### src/sitar_pkg.sv
// ----------------------------------------------------------------------------
// sitar_pkg: shared types and constants for the integer-to-text record block
// Holds the text entry passed from converter to emitter, queue status,
// converter states, character codes and register decode constants.
// ----------------------------------------------------------------------------
`default_nettype none

package sitar_pkg;

  // Most decimal digits of a 32-bit magnitude
  localparam int unsigned DigitMax = 10;

  // Exact divide-by-ten for 32-bit operands: q = (x * Recip10) >> RecipShift
  localparam logic [31:0] Recip10    = 32'hCCCC_CCCD;
  localparam int unsigned RecipShift = 35;

  localparam logic [7:0] ChZero  = 8'h30;
  localparam logic [7:0] ChMinus = 8'h2D;
  localparam logic [7:0] ChCr    = 8'h0D;
  localparam logic [7:0] ChLf    = 8'h0A;

  localparam logic [4:0] LenMin   = 5'd2;
  localparam logic [4:0] LenMax   = 5'd23;
  localparam logic [4:0] LenReset = 5'd13;

  // Register index, taken from address bit 2
  localparam logic RegRecordLength = 1'b0;

  // One converted value: sign and digits, least significant digit first
  typedef struct packed {
    logic                        neg;
    logic [3:0]                  ndig;
    logic [DigitMax-1:0][3:0]    dig;
  } sitar_text_t;

  typedef struct packed {
    logic full;
    logic empty;
  } sitar_qstat_t;

  typedef enum logic [1:0] {
    FR_IDLE,
    FR_DIV,
    FR_PUSH
  } sitar_front_e;

endpackage

`default_nettype wire

### src/sitar_back.sv
// ----------------------------------------------------------------------------
// sitar_back: record emitter
// Walks the head text entry one byte per cycle: text, zero pad, CR, LF.
// ----------------------------------------------------------------------------
`default_nettype none

module sitar_back #(
  parameter int unsigned DIGIT_SLOTS = 21
) (
  input  logic                    clk_i,
  input  logic                    rst_ni,
  input  logic [4:0]              record_length_i,
  input  sitar_pkg::sitar_qstat_t qstat_i,
  input  sitar_pkg::sitar_text_t  head_i,
  output logic                    pop_o,
  output logic [7:0]              out_byte_o,
  output logic                    last_o,
  output logic                    strobe_o
);
  import sitar_pkg::*;

  logic [4:0] pos_q, pos_d;
  logic [7:0] byte_q, byte_d;
  logic       last_q, last_d;
  logic       strobe_q, strobe_d;
  logic [4:0] len_c, body;
  logic [4:0] k, didx;
  logic       active, in_slots;

  always_comb begin
    if (record_length_i < LenMin) begin
      len_c = LenMin;
    end else if (record_length_i > LenMax) begin
      len_c = LenMax;
    end else begin
      len_c = record_length_i;
    end
  end

  assign body     = len_c - 5'd2;
  assign active   = !qstat_i.empty;
  assign in_slots = ({1'b0, pos_q} < 6'(DIGIT_SLOTS));
  assign k        = pos_q - {4'd0, head_i.neg};
  assign didx     = {1'b0, head_i.ndig} - 5'd1 - k;

  always_comb begin
    pos_d    = pos_q;
    byte_d   = 8'd0;
    last_d   = 1'b0;
    strobe_d = 1'b0;
    pop_o    = 1'b0;
    if (active) begin
      strobe_d = 1'b1;
      if (pos_q < body) begin
        pos_d = pos_q + 5'd1;
        if (in_slots) begin
          if (head_i.neg && (pos_q == 5'd0)) begin
            byte_d = ChMinus;
          end else if (k < {1'b0, head_i.ndig}) begin
            byte_d = ChZero + {4'd0, head_i.dig[didx[3:0]]};
          end
        end
      end else if (pos_q == body) begin
        pos_d  = pos_q + 5'd1;
        byte_d = ChCr;
      end else begin
        pos_d  = 5'd0;
        byte_d = ChLf;
        last_d = 1'b1;
        pop_o  = 1'b1;
      end
    end
  end

  always_ff @(posedge clk_i or negedge rst_ni) begin
    if (!rst_ni) begin
      pos_q    <= 5'd0;
      last_q   <= 1'b0;
      strobe_q <= 1'b0;
    end else begin
      pos_q    <= pos_d;
      last_q   <= last_d;
      strobe_q <= strobe_d;
    end
  end

  always_ff @(posedge clk_i) begin
    byte_q <= byte_d;
  end

  assign out_byte_o = byte_q;
  assign last_o     = last_q;
  assign strobe_o   = strobe_q;

  a_last_strobed: assert property (@(posedge clk_i) disable iff (!rst_ni)
    last_q |-> strobe_q)
    else $error("last flagged without a strobe");

  a_pop_on_lf: assert property (@(posedge clk_i) disable iff (!rst_ni)
    pop_o |=> last_q && strobe_q && (byte_q == ChLf))
    else $error("entry dropped without a line feed");

endmodule

`default_nettype wire
### config.mk
export PLATFORM = sky130hd
export DESIGN_NAME = sitar_back
export DESIGN_NICKNAME = d
export VERILOG_FILES = /design/src/sitar_pkg.sv /design/src/sitar_back.sv
export SDC_FILE = /design/constraint.sdc
export NUM_CORES = 1
export LEC_CHECK = 0
export ABC_AREA = 0
export BUFFER_PORTS_ARGS = -buffer_cell sky130_fd_sc_hd__buf_2
export CORE_MARGIN = 2
export CORE_UTILIZATION = 46
export DETAILED_ROUTE_END_ITERATION = 10
export GPL_TIMING_DRIVEN = 0
export PLACE_DENSITY = 0.8
export SLEW_MARGIN = 20
export SYNTH_ARGS = -nofsm -noshare
export SYNTH_HDL_FRONTEND = slang
export SYNTH_SLANG_ARGS = --single-unit
export TNS_END_PERCENT = 30
### constraint.sdc
create_clock -name clk_i -period 3.7 [get_ports clk_i]
set_input_delay 0.74 -clock clk_i [delete_from_list [all_inputs] [get_ports clk_i]]
set_output_delay 0.74 -clock clk_i [all_outputs]
set_load 0.02 [all_outputs]
# After elaboration in Yosys (flattened, before gate mapping)

Index checks and enable logic that the tools add are counted.

Equal/unequal tests: 1
Mux-type cells: 15
Order comparisons: 6
Reductions and logical operators: 2
Add/sub/neg operators: 6

Operators with widths:

| cell                                                                         | count |
|---|---|
| 7-bit 2-to-1 mux                                                             | 3 |
| 5-bit 2-to-1 mux                                                             | 4 |
| 4-bit binary-select mux with 4-bit select                                    | 1 |
| 8-bit 2-to-1 mux                                                             | 1 |
| 6-bit by 4-bit adder with 7-bit output, first input constant                 | 1 |
| 5-bit by 1-bit adder with 5-bit output, second input constant                | 1 |
| 5-bit == test                                                                | 1 |
| 5-bit greater-than comparator, second input constant                         | 1 |
| 5-bit zero test                                                              | 1 |
| 4-bit by 5-bit less-than comparator with 1-bit output, second input constant | 1 |
| 5-bit by 2-bit less-than comparator with 1-bit output, second input constant | 1 |
| 5-bit by 4-bit less-than comparator with 1-bit output                        | 1 |
| 5-bit less-than comparator                                                   | 1 |
| 5-bit less-than comparator, second input constant                            | 1 |
| 5-bit by 1-bit subtractor with 5-bit output                                  | 1 |
| 5-bit by 2-bit subtractor with 5-bit output, second input constant           | 1 |
| 1-bit 2-to-1 mux                                                             | 4 |
| 4-bit 2-to-1 mux                                                             | 1 |
| 4-bit by 1-bit subtractor with 4-bit output, second input constant           | 1 |
| 4-bit subtractor                                                             | 1 |
| 3-bit 2-to-1 mux                                                             | 1 |
| 1-bit logical AND                                                            | 1 |

Output and inout port bits: 11
Word-level logic and storage cells: 34
Input bits: 54
Flip-flop bits (word level): 15

# Longest topological paths before layout

Word-level depth: 9
Gate-level depth with buffers: 11
Depth with buffers taken out: 11

# Worst setup path after synthesis

Ideal clock, no wire load.

Path type: input port to output port
From: in record_length_i[4]
To: out pop_o
Buffers on the path: 0
Path slack: 415 ps
Arrival: 2545 ps
Data required time: 2960 ps
Cell stages on the path: 9
Path through: o31ai_1 inv_1 ha_1 xnor2_1 ha_1 and3_1 o21a_1 o31ai_1 nor2_1

Word-level cells in the longest chain between the ends: 8
Elaborated cells on any way between the ends: 10
Those cells by class: add/sub: 1; order compare: 3; eq/ne: 1; mux: 5

Ends and longest elaborated chain:

| what                                                               | line             | RTL |
|---|---|---|
| from (decl)                                                        | sitar_back.sv:12 | `input logic [4:0] record_length_i,` |
| 5-bit greater-than comparator                                      | sitar_back.sv:33 | `end else if (record_length_i > LenMax) begin` |
| 5-bit 2-to-1 mux                                                   | sitar_back.sv:33 |  |
| 5-bit 2-to-1 mux (*)                                               | sitar_back.sv:31 | `if (record_length_i < LenMin) begin` |
| 5-bit by 2-bit subtractor with 5-bit output (*)                    | sitar_back.sv:40 | `assign body = len_c - 5'd2;` |
| branches (longest 2 deep; another with 5-bit less-than comparator) | --               |  |
| 1-bit 2-to-1 mux (*)                                               | sitar_back.sv:54 | `if (pos_q < body) begin` |
| 1-bit 2-to-1 mux (*)                                               | sitar_back.sv:52 | `if (active) begin` |
| to (decl)                                                          | sitar_back.sv:15 | `output logic pop_o,` |

Every way passes the cells marked *.

# Final worst setup path

Ends and elaborated chain as after synthesis.

==> results_dict.tcl <==
set metrics [dict create \
    root_buffer "clkbuf_4" \
    num_vias 1275 \
    cts_htree_levels 1 \
    synth_edf_count 0 \
    timing.max_cap.violations 0 \
    num_io_pins 65 \
    grt_pass1_vias 1258 \
    yosysUniqueCellTypes 39 \
    dieArea_sq_mm 0.00338 \
    port_buffers 61 \
    yosysTopAreaCellShare_pct 15.6 \
    ys.flop_type "dfrtp_1" \
    start_kind "input pin" \
    p_sw_mw 0.603 \
    whs_ns 0.278 \
    use_met2_pct 39.6 \
    setup_viol 0 \
    worst_setup_path_end_kind "output pin" \
    synth.yosys.seq_area_share_pct 21.9 \
    drv_slew 0 \
    cp_cell_sequence "buf_2, o31ai_2, inv_1, ha_1, xnor2_1, ha_1, and3_1, o21a_1, o31ai_4, nor2_4, buf_2" \
    outcome "finished clean" \
    syn_to_final_growth_pct 29.7 \
    worstSetupPathType "input pin to output pin" \
    synth_warnings 0 \
    gr-total-overflow 0 \
    gp_congestion 0.848 \
    path_delay_family "compound AO/OA/AOI/OAI gates" \
    maxSlewHeadroom_pct 51.7 \
    clk-insertion-delay-late_ns 0.27 \
    yosys.area.top_type "mux4_1" \
    core_sq_mm 0.00278 \
    yosys-top-cells-area "mux4_1, ha_1, dfrtp_1" \
    cp_max_fo 6 \
    dp_hpwl_mm 2.68 \
    ir_drop_mv 0.520 \
    grt_util_met1_pct 18.3 \
    total_power_mw 1.33 \
    grt_use_met3_pct 4.46 \
    period_share_pct 96.0 \
    syn_inst 135 \
    drt_iter0_markers 18 \
    hold_viol 0 \
    final_nets 273 \
    die_y_um 58.2 \
    setup_tns_ns 0 \
    max_stage_delay_ns 0.31 \
    vias_per_cell 5.50 \
    cts_max_path_buffers 2 \
    power-per-cell-area_mw_per_mm2 762 \
    rsz0062_at_grt "no" \
    grt_pass1_wl_mm 5.00 \
    cts_tree "yes" \
    worst-path-buf-inv 3 \
    switching_share_pct 45.2 \
    antenna_found_initial 0 \
    fmax_ghz 0.282 \
    tightest_slew_ns 0.718 \
    yosys_register_bits 13 \
    cp-startpoint "record_length_i[4]" \
    grtUsageTotal_pct 19.1 \
    leakagePower_nw 0.948 \
    place_area_sq_mm 0.00170 \
    clock_skew_ns 0.00533 \
    first_pass_iters 4 \
    num_antenna_cells 0 \
    drive_gt1_share_pct 38.3 \
    busiest_layer "met2" \
    clock_power_share_pct 6.3 \
    period_minus_slack_ns 3.55 \
    initial_core_util_pct 48.5 \
    rows 19 \
    min_path_type "input pin to async pin" \
    clk_pin_slew_worst_paths_ns 0.08 \
    synthArstFlopShare_pct 53.8 \
    drc 0 \
    synth_area_sq_mm 0.00135 \
    worst_path_max_delay_cell "o31ai_4" \
    cts.sinks 13 \
    grt_max_degree 11 \
    cts-hold-fix-buffers 0 \
    postRouteAntennaNets 0 \
    wirelength_mm 3.07 \
    die_x_um 58.2 \
    utilization_pct 63.0 \
    syn_avg_cell_area_sq_um 10.0 \
    final_cell_area_sq_mm 0.00175 \
    internal_power_mw 0.732 \
    wl_per_cell_um 13.2 \
    required_ns 2.96 \
    critPathArrivalTime_ns 2.81 \
    seqPwrFrac_pct 17.0 \
    cts_buffers 3 \
    reg2reg_from "pos_q[0]$_DFFE_PN0N_" \
    comb_power_share_pct 76.7 \
]
[cells by family (layout without fill, tap and decap cells)]
family,count (synthesis),count (layout),synth area share (%)
flip-flops,13,13,21.9
AND/OR/NAND/NOR,34,34,12.1
AO/OA/AOI/OAI,25,25,12.1
adder cells (fa/ha/maj),17,17,16.3
buffers and inverters,15,80,5.37
multiplexers,20,20,24.8
XOR/XNOR,10,10,7.04
other,1,2,0.278
[routing by layer]
layer / vias up / share of wire (%) / routed length, um
met5: - / 0 / 0
met4: 0 / 0.81 / 25
met3: 4 / 7.5 / 230
met2: 61 / 54 / 1650
met1: 581 / 38 / 1170
li1: 629 / - / -
[metrics by stage]
| stage | worst slack [ns] | std cells |
|---|---|---|
| 2_1_floorplan | 0.415 | 136 |
| 3_3_place_gp | -0.120 | 228 |
| 3_5_place_dp | -0.190 | 228 |
| 4_1_cts | 0.00888 | 232 |
| 5_1_grt | 0.00277 | 232 |
| 6_report | 0.148 | 232 |
[path summary, 6_finish.rpt]
path | end | slack (ns) | cells past startpoint
min | pos_q[1]$_DFFE_PN0N_ | 0.28 | 1
max reg2reg | out_byte_o[1]$_SDFF_PP0_ | 0.73 | 10
max in group asynchronous | pos_q[4]$_DFFE_PN0N_ | 3.27 | 1
min reg2reg | pos_q[1]$_DFFE_PN0N_ | 0.63 | 2
max | pop_o | 0.15 | 11
min in group clk_i | pos_q[1]$_DFFE_PN0N_ | 0.63 | 2
[repair_timing]
item | 4_1_cts | 5_1_grt
pin swaps | 0 | 0
resized for setup | 2 | 3
endpoints found under the setup margin | 1 | 1
buffers inserted | 0 | 0
[cell usage after synthesis, types with 3 or more instances]
library cell	count
a21oi_1	6
mux4_1	8
xor2_1	5
o31ai_1	3
nand3_1	4
dfxtp_1	6
nor2b_1	4
mux2i_1	8
mux2_2	4
dfrtp_1	7
xnor2_1	4
nor2_1	11
o21ai_1	5
inv_1	10
ha_1	16
nand2_1	6
[power by group through the flow]
stage | registers, mW | clock network (mW) | logic, mW
after detailed placement | 0.230 | 0 | 1.01
after global placement | 0.228 | 0 | 0.963
after CTS | 0.227 | 0.0868 | 1.02
final | 0.227 | 0.0841 | 1.02
after floorplan | 0.255 | 0 | 0.763
after global routing | 0.233 | 0.0939 | 1.14
[registers in the layout (all words and copies together), names as in the netlist]
name,cells
out_byte_o,6
last_o,1
pos_q,5
strobe_o,1
[area by class of cell]
| type | count | area (sq um) |
|---|---|---|
| clock buffer | 3 | 22.5 |
| timing repair buffer | 61 | 305 |
| fill | 254 | 1030 |
| sequential | 13 | 295 |
| clock inverter | 1 | 5.00 |
| multi-input combinational | 108 | 1010 |
| buffer | 5 | 35.0 |
| tap | 31 | 38.8 |
| inverter | 10 | 37.5 |
[layout by cell type (no fill, tap or decap), types with 3 or more instances in the layout]
cell	Yosys	final
nand2_1	6	6
dfrtp_1	7	7
clkbuf_4	0	3
nor2b_1	4	4
xnor2_1	4	4
dfxtp_1	6	6
nor2_1	11	10
ha_1	16	16
buf_2	1	62
mux4_1	8	8
mux2_2	4	4
inv_1	10	10
a21oi_1	6	6
nand3_1	4	4
mux2i_1	8	8
xor2_1	5	5
o21ai_1	5	5
No activity file was read; power rests on OpenSTA's default activity.
