### src/sitar_pkg.sv
// ----------------------------------------------------------------------------
// sitar_pkg: shared types and constants for the integer-to-text record block
// Holds the text entry passed from converter to emitter, queue status,
// converter states, character codes and register decode constants.
// ----------------------------------------------------------------------------
`default_nettype none

package sitar_pkg;

  // Most decimal digits of a 32-bit magnitude
  localparam int unsigned DigitMax = 10;

  // Exact divide-by-ten for 32-bit operands: q = (x * Recip10) >> RecipShift
  localparam logic [31:0] Recip10    = 32'hCCCC_CCCD;
  localparam int unsigned RecipShift = 35;

  localparam logic [7:0] ChZero  = 8'h30;
  localparam logic [7:0] ChMinus = 8'h2D;
  localparam logic [7:0] ChCr    = 8'h0D;
  localparam logic [7:0] ChLf    = 8'h0A;

  localparam logic [4:0] LenMin   = 5'd2;
  localparam logic [4:0] LenMax   = 5'd23;
  localparam logic [4:0] LenReset = 5'd13;

  // Register index, taken from address bit 2
  localparam logic RegRecordLength = 1'b0;

  // One converted value: sign and digits, least significant digit first
  typedef struct packed {
    logic                        neg;
    logic [3:0]                  ndig;
    logic [DigitMax-1:0][3:0]    dig;
  } sitar_text_t;

  typedef struct packed {
    logic full;
    logic empty;
  } sitar_qstat_t;

  typedef enum logic [1:0] {
    FR_IDLE,
    FR_DIV,
    FR_PUSH
  } sitar_front_e;

endpackage

`default_nettype wire

### src/sitar_queue.sv
// ----------------------------------------------------------------------------
// sitar_queue: two-entry text queue
// Decouples the converter from the record emitter.
// ----------------------------------------------------------------------------
`default_nettype none

module sitar_queue (
  input  logic                   clk_i,
  input  logic                   rst_ni,
  input  logic                   push_i,
  input  sitar_pkg::sitar_text_t push_data_i,
  input  logic                   pop_i,
  output sitar_pkg::sitar_qstat_t stat_o,
  output sitar_pkg::sitar_text_t head_o
);
  import sitar_pkg::*;

  sitar_text_t mem_q [2];
  logic        wr_ptr_q, rd_ptr_q;
  logic [1:0]  cnt_q;

  always_ff @(posedge clk_i or negedge rst_ni) begin
    if (!rst_ni) begin
      wr_ptr_q <= 1'b0;
      rd_ptr_q <= 1'b0;
      cnt_q    <= 2'd0;
    end else begin
      if (push_i) begin
        wr_ptr_q <= ~wr_ptr_q;
      end
      if (pop_i) begin
        rd_ptr_q <= ~rd_ptr_q;
      end
      cnt_q <= cnt_q + {1'b0, push_i} - {1'b0, pop_i};
    end
  end

  always_ff @(posedge clk_i) begin
    if (push_i) begin
      mem_q[wr_ptr_q] <= push_data_i;
    end
  end

  assign head_o       = mem_q[rd_ptr_q];
  assign stat_o.full  = (cnt_q == 2'd2);
  assign stat_o.empty = (cnt_q == 2'd0);

  a_no_overflow: assert property (@(posedge clk_i) disable iff (!rst_ni)
    push_i |-> !stat_o.full)
    else $error("push into a full queue");

  a_no_underflow: assert property (@(posedge clk_i) disable iff (!rst_ni)
    pop_i |-> !stat_o.empty)
    else $error("pop from an empty queue");

endmodule

`default_nettype wire

### config.mk
export PLATFORM = sky130hd
export DESIGN_NAME = sitar_queue
export DESIGN_NICKNAME = d
export VERILOG_FILES = /design/src/sitar_pkg.sv /design/src/sitar_queue.sv
export SDC_FILE = /design/constraint.sdc
export NUM_CORES = 1
export LEC_CHECK = 0
export ABC_CLOCK_PERIOD_IN_PS = 3310
export BUFFER_PORTS_ARGS = -buffer_cell sky130_fd_sc_hd__buf_2
export CAP_MARGIN = 20
export CORE_UTILIZATION = 50
export DETAILED_ROUTE_END_ITERATION = 10
export PLACE_DENSITY = 0.76
export SLEW_MARGIN = 20
export SYNTH_ARGS = -nofsm -noshare
export SYNTH_HDL_FRONTEND = slang
export SYNTH_SLANG_ARGS = --single-unit
### constraint.sdc
create_clock -name clk_i -period 3.31 [get_ports clk_i]
set_input_delay 0.1655 -clock clk_i [delete_from_list [all_inputs] [get_ports clk_i]]
set_output_delay 0.1655 -clock clk_i [all_outputs]
set_load 0.01 [all_outputs]
* Word level (Yosys, flattened, before mapping)
Memory sizes are Yosys's and may differ from the RTL's.
Index checks and enable logic that the tools add are counted.
** Operators by class
- Mux-type cells :: 2
- Bitwise gates (word level) :: 2
- $add $sub $neg :: 2
- Reduce and logical (&&, ||, !) cells :: 1
- Equality and inequality tests :: 1
** Operators by type and width (number)
- $add A2 B1 Y2 :: 1
- $eq A2 B2 Y1 const B :: 1
- $logic_not A2 Y1 :: 1
- $mux W1 :: 2
- $not A1 Y1 :: 2
- $sub A2 B1 Y2 :: 1
** Storage, ports and cells
- Input bits :: 49
- Logic and storage cells :: 12
- Bits in registers :: 4
- RAM bits :: 90
- Output and inout bits :: 47
- Memories kept :: 1
** Memory list
- mem_q :: words 2, bits a word 45, rd ports 1, clocked after memory_dff 0, wr ports 1, RTL line sitar_queue.sv:18 : sitar_text_t mem_q [2];

* Longest topological paths before layout
Gate-level depths: netlist of the first run.
- Word-level depth :: 2
- Mapped depth :: 5
- Gate-level depth less buffers :: 5

* Worst setup path after synthesis of the first run
Ideal clock, no wire load.
- Kind :: reg2reg
- Start point :: register wr_ptr_q
- End point :: memory mem_q[0][0] in the netlist's numbering, enable pin
- Setup time :: 0.453 ns
- Buffers on the path :: 0
- Cell stages (with the launch flop) :: 2
- Period minus slack after synthesis :: 2.866 ns
- Slack :: 0.444 ns
- Data arrival time :: 2.413 ns
- Data required time :: 2.857 ns
- Cell sequence :: dfrtp_1 -> nor2b_1
** RTL lines
- start: declaration :: RTL line sitar_queue.sv:19 : logic wr_ptr_q, rd_ptr_q;
- start signal: assignment :: RTL line sitar_queue.sv:29 : wr_ptr_q <= ~wr_ptr_q;
- end: declaration :: RTL line sitar_queue.sv:18
No word-level cell before the write port.

==> flow_metrics.py, run 1 <==
metrics = {
    "sta": {
        "tns_ps": 0,
        "finalCritPeriodShare_pct": 67.8,
        "skew_ps": 7.49,
        "rsz0062_at_grt": "false",
        "slew_headroom_pct": 28.2,
        "fin_crit_ps": 2250,
        "setup_viol": 0,
        "tightest_slew_ps": 1080,
        "fmax_mhz": 445,
        "drv_slew": 0,
        "finalHoldViolations": 0,
    },
    "cts": {
        "cts-resized-gates": 0,
        "postCtsSetupBuffers": 0,
        "numCtsBuffers": 9,
        "h-tree-depth": 3,
        "cts.reportedPaths.clkPinSlew_ps": 80,
        "clock_latency_ps": 350,
        "cts_root_buffer": "clkbuf_8",
        "cts_tree": "built",
        "max-clock-path-buffers": 2,
        "cts.sinks": 94,
    },
    "yosys": {
        "synth.avg_cell_area_sq_um": 23.5,
        "ys_seq_area_share_pct": 76.9,
        "synthCells": 155,
        "yosysUniqueCellTypes": 13,
        "yosysWarnings": 0,
        "synth_fp_nets": 206,
        "synth-seq-cells": 94,
        "synth_area_sq_mm": 0.00364,
    },
    "hold_path": {
        "hold_class": "in2reg",
    },
    "detailed_routing": {
        "dr.first_iter.drc_count": 85,
        "final_antenna_net_count": 0,
        "drtPass1Iterations": 4,
        "vias": 1885,
        "vias_per_cell": 4.65,
        "wl_per_cell_um": 15.8,
        "routed_wl_um": 6410,
        "drc": 0,
    },
    "placed_design": {
        "gp_congestion": 0.718,
        "numPortBuffers": 95,
        "dp_cells": 344,
        "placedInstanceArea_sq_mm": 0.00418,
        "dp_hpwl_um": 3580,
    },
    "setup_path": {
        "critical_path.n_buffers_inverters": 2,
        "path_cells": "buf_4, mux2_2, buf_2",
        "crit_fanout": 22,
        "critical_path.slowest_cell": "dfrtp_2",
        "cpLargestDelayFamily": "flip-flops",
        "worst_setup_path_start_kind": "flop",
        "crit_required_ps": 3140,
        "end_kind": "output pin",
        "critPathMaxStageDelay_ps": 800,
        "worstPathArrival_ps": 2080,
        "crit_type": "reg2out",
    },
    "global_routing": {
        "grt_max_degree": 46,
        "grt_pass1_wl_um": 9440,
        "antenna_found_initial": 0,
        "grt_pass1_vias": 1958,
        "gr-usage-all-layers_pct": 17.7,
        "gr-total-overflow": 0,
    },
    "floorplanning": {
        "io_pins": 96,
        "die_x_um": 87.4,
        "die_area_sq_mm": 0.00763,
        "core-area_sq_mm": 0.00691,
        "initial_core_util_pct": 52.8,
        "rows": 30,
        "die_h_um": 87.4,
    },
    "pwr": {
        "ir_worst_vdd_mv": 0.485,
        "p_leak_uw": 0.00198,
        "p_per_area_mw_per_mm2": 764,
    },
    "run": {
        "cap_viol_max_count": 0,
    },
    "cells_and_area": {
        "finalInstanceArea_sq_mm": 0.00485,
        "post-route-util_pct": 70.3,
        "drive_gt1_share_pct": 52.1,
        "final_cells": 405,
        "nFillCells": 487,
        "final_nets": 355,
        "diodes": 0,
        "area_delta_synth_final_pct": 33.2,
    },
    "status": {
        "status": "completed",
    },
}
[state kept, by name (all words and copies together), names as in the netlist]
name / cells
cnt_q: 2
mem_q: 90
rd_ptr_q: 1
wr_ptr_q: 1
[cells in the final DEF (no fill, tap or decap), types with 3 or more instances in the layout]
cell	instances
mux2_4	39
edfxtp_1	90
dlygate4sd3_1	45
clkbuf_8	9
buf_2	95
dfrtp_1	3
mux2_2	6
buf_4	3
[Yosys cell counts, drive strengths merged]
cell | count | area [sq um]
and2 | 1 | 6.26
buf | 5 | 91.3
dfrtp | 4 | 100
edfxtp | 90 | 2700
ha | 2 | 25.0
inv | 2 | 7.51
mux2 | 45 | 653
nor2 | 1 | 3.75
nor2b | 2 | 12.5
xor2 | 2 | 17.5
xor3 | 1 | 23.8
[cell type report]
type / count / area [sq um] / share of cell area (%)
clock buffers: 10 / 128 / 2.63
clock inverters: 6 / 93.8 / 1.93
inverters: 2 / 7.51 / 0.155
multi-input cells: 54 / 751 / 15.5
flip-flops and latches: 94 / 2800 / 57.8
well taps: 96 / 120 / 2.48
repair buffers: 143 / 948 / 19.5
[path summary, 6_finish.rpt]
check,to,start,slack [ps],cells after the start
worst max-delay path,head_o[2],rd_ptr_q,1060,3
worst min-delay path,mem_q[0][12],push_data_i[12],20,1
worst max register to register,mem_q[0][20],wr_ptr_q,1560,2
worst min register to register,wr_ptr_q,wr_ptr_q,560,1
max in group asynchronous,rd_ptr_q,rst_ni,3010,2
min in group asynchronous,cnt_q[0],rst_ni,160,2
[logic make-up after synthesis]
logic type / after synthesis / synth area share, %
xor gates and xnor gates: 3 / 1.13
adders and majority gates: 2 / 0.687
buffers and inverters: 7 / 2.71
DFF: 94 / 76.9
muxes: 45 / 17.9
and+or+nand+nor: 4 / 0.618
[what timing repair did]
item | 4_1_cts | 5_1_grt
hold endpoints to repair | 81 | 9
endpoints found under the setup margin | 0 | 0
hold buffers | 40 | 5
[per-layer routing]
metal	GRT usage (%)	vias up	part of all wire, %
li1	-	904	-
met1	18.7	913	39
met2	32.5	60	55
met3	5.02	8	4.1
met4	8.20	0	1.2
met5	0	-	0
[stage by stage]
stage	hold slack (ps)	setup WS (ps)	power (uW)
finish	22.7	1060	3710
global route	1.10	946	3890
CTS	1.63	1030	3730
detailed placement	-21.5	1430	2880
global placement	-22.6	1430	2860
floorplan	-130	444	2600
[power breakdown]
part	internal, uW	switching, uW	leakage [uW]
Sequential	1580	138	0.000890
Combinational	648	524	0.000987
Clock	431	383	0.000107
Total	2660	1040	0.00198
Power figures use the tool's default switching activity.
==> inputs of run 2 (changes only) <==
Settings changed: ABC_AREA set to 1, ABC_CLOCK_PERIOD_IN_PS 3310 to 2000, CORE_UTILIZATION 50 to 47, PLACE_DENSITY 0.76 to 0.75.
Clock period 3.31 ns to 2 ns, I/O delays scaled along.
==> run 2 against run 1 <==
Against the previous run:
- register-to-register slack worse by 960 ps
- clock-buffer cell count down 1
- via count up 22%
- worst setup slack worse by 650 ps
- synthesized area down 1.6%
- critical endpoint is now head_o[39]
- critical path type unchanged
- synthesized cell count up 68%
==> flow_metrics.py, run 2 <==
metrics = {
    "status": {
        "status": "completed",
    },
    "detailed_routing": {
        "vias": 2294,
        "routed_wl_um": 6080,
        "drc": 0,
        "final_antenna_net_count": 0,
        "dr.first_iter.drc_count": 71,
        "wl_per_cell_um": 11.9,
        "drtPass1Iterations": 4,
        "vias_per_cell": 4.47,
    },
    "global_routing": {
        "gr-total-overflow": 0,
        "grt_pass1_vias": 2067,
        "grt_pass1_wl_um": 9110,
        "gr-usage-all-layers_pct": 16.2,
        "grt_max_degree": 48,
        "antenna_found_initial": 0,
    },
    "cells_and_area": {
        "mostFrequentLayoutCells": "95 x buf_2, 90 x edfxtp_1, 51 x inv_1, 51 x nand2_1, 48 x dlygate4sd3_1",
        "largest_reg_flops": 90,
        "drive_gt1_share_pct": 28.5,
        "diodes": 0,
        "reg_top3": "mem_q x90, cnt_q x2",
        "area_delta_synth_final_pct": 34.3,
        "largest-register": "mem_q",
        "nFillCells": 525,
        "final_nets": 460,
        "layout_commonest_cell": "buf_2",
        "final_cells": 513,
    },
    "setup_path": {
        "crit_required_ps": 1900,
        "critical_path.slowest_cell": "buf_4",
        "crit_fanout": 47,
        "path_cells": "buf_4, nand2_1, o21ai_1, buf_2",
        "worst_setup_path_start_kind": "flop",
        "crit_start": "rd_ptr_q",
        "crit_type": "reg2out",
        "worstPathArrival_ps": 1480,
        "critPathMaxStageDelay_ps": 380,
        "end_kind": "output pin",
        "regToRegStartpoint": "wr_ptr_q",
    },
    "pwr": {
        "p_per_area_mw_per_mm2": 1200,
        "p_leak_uw": 0.00208,
        "totalPowerFinal_uw": 5780,
        "ir_worst_vdd_mv": 0.734,
    },
    "yosys": {
        "synth_compound_area_share_pct": 6.28,
        "synth_most_common_cell": "edfxtp_1",
        "synth_area_sq_mm": 0.00359,
        "synth_xor_area_share_pct": 0.488,
        "synth_flop_cell": "edfxtp_1",
        "synth_area_leaders": "edfxtp_1 75%, o21ai_1 6.3%, inv_1 5.4%, nand2_1 5.3%, buf_6 3.1%",
        "synth_simple_gate_area_share_pct": 5.79,
        "synth_top_family_by_area": "buffers and inverters",
        "synth.avg_cell_area_sq_um": 13.8,
        "synth_edf_count": 90,
        "synth_top_area_share_pct": 75.4,
        "synth_adder_area_share_pct": 0.698,
        "ys_seq_area_share_pct": 78.2,
        "synthCells": 260,
        "synth_commonest_cells": "90 x edfxtp_1, 52 x inv_1, 51 x nand2_1",
        "yosysUniqueCellTypes": 10,
        "yosysWarnings": 0,
        "synthArstFlopShare_pct": 4.26,
        "synth_area_leader_cell": "edfxtp_1",
        "synth_fp_nets": 311,
        "synth.area.mux_share_pct": 0,
        "synth-seq-cells": 94,
    },
    "sta": {
        "fmax_mhz": 631,
        "drv_slew": 0,
        "tns_ps": 0,
        "layout_setup_ws_ps": 416,
        "slew_headroom_pct": 64.8,
        "skew_ps": 8.23,
        "tightest_slew_ps": 526,
        "rsz0062_at_grt": "false",
        "finalCritPeriodShare_pct": 79.2,
        "fin_crit_ps": 1580,
        "finalHoldViolations": 0,
        "setup_viol": 0,
    },
    "placed_design": {
        "numPortBuffers": 95,
        "pre_cts_slack_ps": 559,
        "dp_hpwl_um": 3560,
        "gp_congestion": 0.706,
        "dp_cells": 449,
    },
    "cts": {
        "cts.reportedPaths.clkPinSlew_ps": 90,
        "max-clock-path-buffers": 2,
        "cts_tree": "built",
        "h-tree-depth": 3,
        "cts_root_buffer": "clkbuf_8",
        "clock_latency_ps": 350,
        "cts.sinks": 94,
        "numCtsBuffers": 9,
        "postCtsSetupBuffers": 0,
    },
    "run": {
        "cap_viol_max_count": 0,
    },
    "floorplanning": {
        "initial_core_util_pct": 48.9,
        "rows": 31,
        "die_h_um": 89.3,
        "die_x_um": 89.3,
        "io_pins": 96,
        "core-area_sq_mm": 0.00733,
        "die_area_sq_mm": 0.00798,
    },
    "hold_path": {
        "hold_class": "in2async",
    },
}
-- run 2: where the power goes --
part	internal (uW)	total, uW	switching, uW
clock	467	1140	669
combinational	750	1920	1170
sequential	2610	2720	107
total	3830	5780	1950
-- run 2: kinds of logic (layout without fill, tap and decap cells) --
family / Yosys count / in the layout
AND/OR/NAND/NOR: 55 / 55
XOR/XNOR: 2 / 2
AO/OA/AOI/OAI: 45 / 45
adder cells (fa/ha/maj): 2 / 2
buffers and inverters: 62 / 216
flip-flops: 94 / 94
-- run 2: metal layers --
metal / vias up / track usage (%) / share of wire, %
li1: 1162 / - / -
met1: 1050 / 17.5 / 42
met2: 67 / 28.8 / 51
met3: 15 / 4.80 / 4.8
met4: 0 / 8.51 / 2.0
met5: - / 0 / 0
-- run 2: through the flow --
stage               hold WS, ps  utilization (%)  cell area [sq um]
finish                     78.8             65.7               4820
global route               82.3             65.7               4820
CTS                        53.2             65.7               4820
detailed placement        -81.3             56.7               4160
global placement          -83.6             56.7               4160
floorplan                  -196                -               3590
-- run 2: path summary, 6_finish.rpt --
path / end / slack, ps / depth (start not counted)
max in group asynchronous: rd_ptr_q / 1770 / 2
setup / recovery: head_o[39] / 420 / 4
min in group clk_i: mem_q[0][37] / 460 / 2
setup reg to reg: mem_q[0][39] / 600 / 2
hold / removal: cnt_q[0] / 80 / 2
hold reg to reg: wr_ptr_q / 550 / 1
-- run 2: what timing repair did --
item / 4_1_cts / 5_1_grt
hold endpoints to repair: 96 / 0
hold buffers: 48 / 0
gates resized for setup: 0 / 0
-- run 2: critical path, delay by kind of cell (launching register included) --
| family | cells | cell delay (ps) |
|---|---|---|
| AO/OA/AOI/OAI | 1 | 130 |
| buffers and inverters | 2 | 550 |
| flip-flops | 1 | 360 |
| AND/OR/NAND/NOR | 1 | 90 |
-- run 2: final cells by class --
type / instances / area (sq um) / area share (%)
Timing Repair Buffer: 148 / 1030 / 21.4
Tap cell: 99 / 124 / 2.57
Clock buffer: 9 / 124 / 2.57
Clock inverter: 7 / 56.3 / 1.17
Multi-Input combinational cell: 104 / 483 / 10.0
Inverter: 52 / 195 / 4.05
Sequential cell: 94 / 2800 / 58.2
==> inputs of run 3 (changes only) <==
Settings changed: ABC_CLOCK_PERIOD_IN_PS 2000 to 1500, CORE_UTILIZATION 47 to 50, PLACE_DENSITY 0.75 to 0.76.
Clock period 2 ns to 1.5 ns, I/O delays scaled along.
==> run 3 against run 2 <==
Against the previous run:
- sequential cell count stayed put
- sequential share of layout area is 0.69 points lower
- worst hold slack worse by 12 ps
- routed wire length is 5.6% higher
- combinational power is 40% higher
- critical path type unchanged
==> flow_metrics.py, run 3 (synthesis gave the netlist of run 2 again) <==
metrics = {
    "sta": {
        "skew_ps": 5.47,
        "fin_crit_ps": 1390,
        "rsz0062_at_grt": "false",
        "tightest_slew_ps": 249,
        "fmax_mhz": 718,
        "drv_slew": 0,
        "setup_viol": 0,
        "finalHoldViolations": 0,
        "finalCritPeriodShare_pct": 92.8,
        "slew_headroom_pct": 83.4,
    },
    "detailed_routing": {
        "vias": 2323,
        "drc": 0,
        "drtPass1Iterations": 5,
        "routed_wl_um": 6420,
        "vias_per_cell": 4.55,
        "wl_per_cell_um": 12.6,
        "dr.first_iter.drc_count": 83,
        "final_antenna_net_count": 0,
    },
    "floorplanning": {
        "die_x_um": 86.7,
        "die_h_um": 86.7,
        "rows": 30,
        "core-area_sq_mm": 0.00687,
        "initial_core_util_pct": 52.2,
        "die_area_sq_mm": 0.00751,
        "io_pins": 96,
    },
    "cts": {
        "h-tree-depth": 3,
        "cts_root_buffer": "clkbuf_8",
        "cts_tree": "built",
        "numCtsBuffers": 9,
        "cts.reportedPaths.clkPinSlew_ps": 80,
        "cts.sinks": 94,
        "clock_latency_ps": 340,
        "max-clock-path-buffers": 2,
        "postCtsSetupBuffers": 0,
    },
    "cells_and_area": {
        "layout_commonest_cell": "buf_2",
        "largest_reg_flops": 90,
        "largest-register": "mem_q",
        "regArea_sq_mm": 0.00280,
        "post-route-util_pct": 71.0,
        "multi_input_area_sq_um": 489,
        "final_cells": 510,
        "area_delta_synth_final_pct": 35.9,
        "drive_gt1_share_pct": 28.7,
        "diodes": 0,
        "reg_top3": "mem_q x90, cnt_q x2",
        "final_nets": 461,
        "mostFrequentLayoutCells": "95 x buf_2, 90 x edfxtp_1, 51 x inv_1",
        "nFillCells": 469,
    },
    "global_routing": {
        "grt_max_degree": 53,
        "gr-total-overflow": 0,
        "antenna_found_initial": 0,
        "grt_pass1_wl_um": 9780,
        "grt_pass1_vias": 2277,
        "gr-usage-all-layers_pct": 17.9,
    },
    "setup_path": {
        "crit_required_ps": 1420,
        "regToRegStartpoint": "wr_ptr_q",
        "crit_fanout": 39,
        "rrSetupSlack_ps": 220,
        "crit_type": "reg2out",
        "reg2reg_to": "mem_q[1][9]",
        "worst_setup_path_start_kind": "flop",
        "worstPathArrival_ps": 1320,
        "worstRegToRegCells": 3,
        "end_kind": "output pin",
    },
    "pwr": {
        "ir_worst_vdd_mv": 1.07,
        "p_per_area_mw_per_mm2": 1650,
        "p_leak_uw": 0.00210,
    },
    "status": {
        "status": "completed",
    },
    "placed_design": {
        "gp_congestion": 0.713,
        "dp_cells": 447,
        "dp_hpwl_um": 3920,
        "numPortBuffers": 95,
    },
    "run": {
        "cap_viol_max_count": 0,
    },
    "hold_path": {
        "hold_class": "in2async",
    },
}
## run 3: power breakdown
group | total [uW] | switching (uW) | internal (uW)
combinational | 2680 | 1610 | 1070
sequential | 3640 | 159 | 3480
clock | 1720 | 788 | 928
total | 8040 | 2560 | 5490
## run 3: stage by stage
| step | setup slack (ps) | total power, uW | setup TNS, ps | instance area [sq um] | hold WS [ps] |
|---|---|---|---|---|---|
| final | 107 | 8040 | 0 | 4870 | 67.1 |
| after global routing | 1.55 | 8520 | 0 | 4870 | 70.3 |
| after CTS | 70.7 | 8090 | 0 | 4870 | 43.4 |
| after detailed placement | 219 | 6290 | 0 | 4180 | -113 |
| after global placement | 266 | 6180 | 0 | 4180 | -115 |
| after floorplan | -17.3 | 5390 | -1020 | 3600 | -221 |
## run 3: worst max-delay path by stage
stage	slack, ps	cells past startpoint	to	from
2_1_floorplan	-20	2	mem_q[1][0]	wr_ptr_q
3_3_place_gp	270	3	mem_q[1][16]	wr_ptr_q
3_5_place_dp	220	3	mem_q[1][15]	wr_ptr_q
4_1_cts	70	4	head_o[6]	rd_ptr_q
5_1_grt	2	4	head_o[26]	rd_ptr_q
6_report	110	4	head_o[7]	rd_ptr_q
## run 3: layout make-up
class                   instances  area share (%)
multi-input cells             104            10.0
flip-flops and latches         94            57.5
clock inverters                 4            1.49
clock buffers                  11            2.70
repair buffers                149            21.7
well taps                      96            2.46
inverters                      52            4.08
## run 3: what timing repair did
item | 4_1_cts | 5_1_grt
hold buffers | 48 | 0
resized for setup | 1 | 2
setup endpoints to repair | 7 | 3
endpoints found under the hold margin | 96 | 0
## run 3: worst max-delay path, stage by stage (launching register included)
cell and delay, ps:
dfrtp_2 400, buf_8 240, nand2_1 70, o21ai_1 100, buf_2 160
## run 3: layer usage
| metal | GRT usage [%] | routed length, um |
|---|---|---|
| met1 | 18.6 | 2470 |
| met2 | 34.1 | 3530 |
| met3 | 4.10 | 300 |
| met4 | 7.88 | 125 |
| met5 | 0 | 0 |
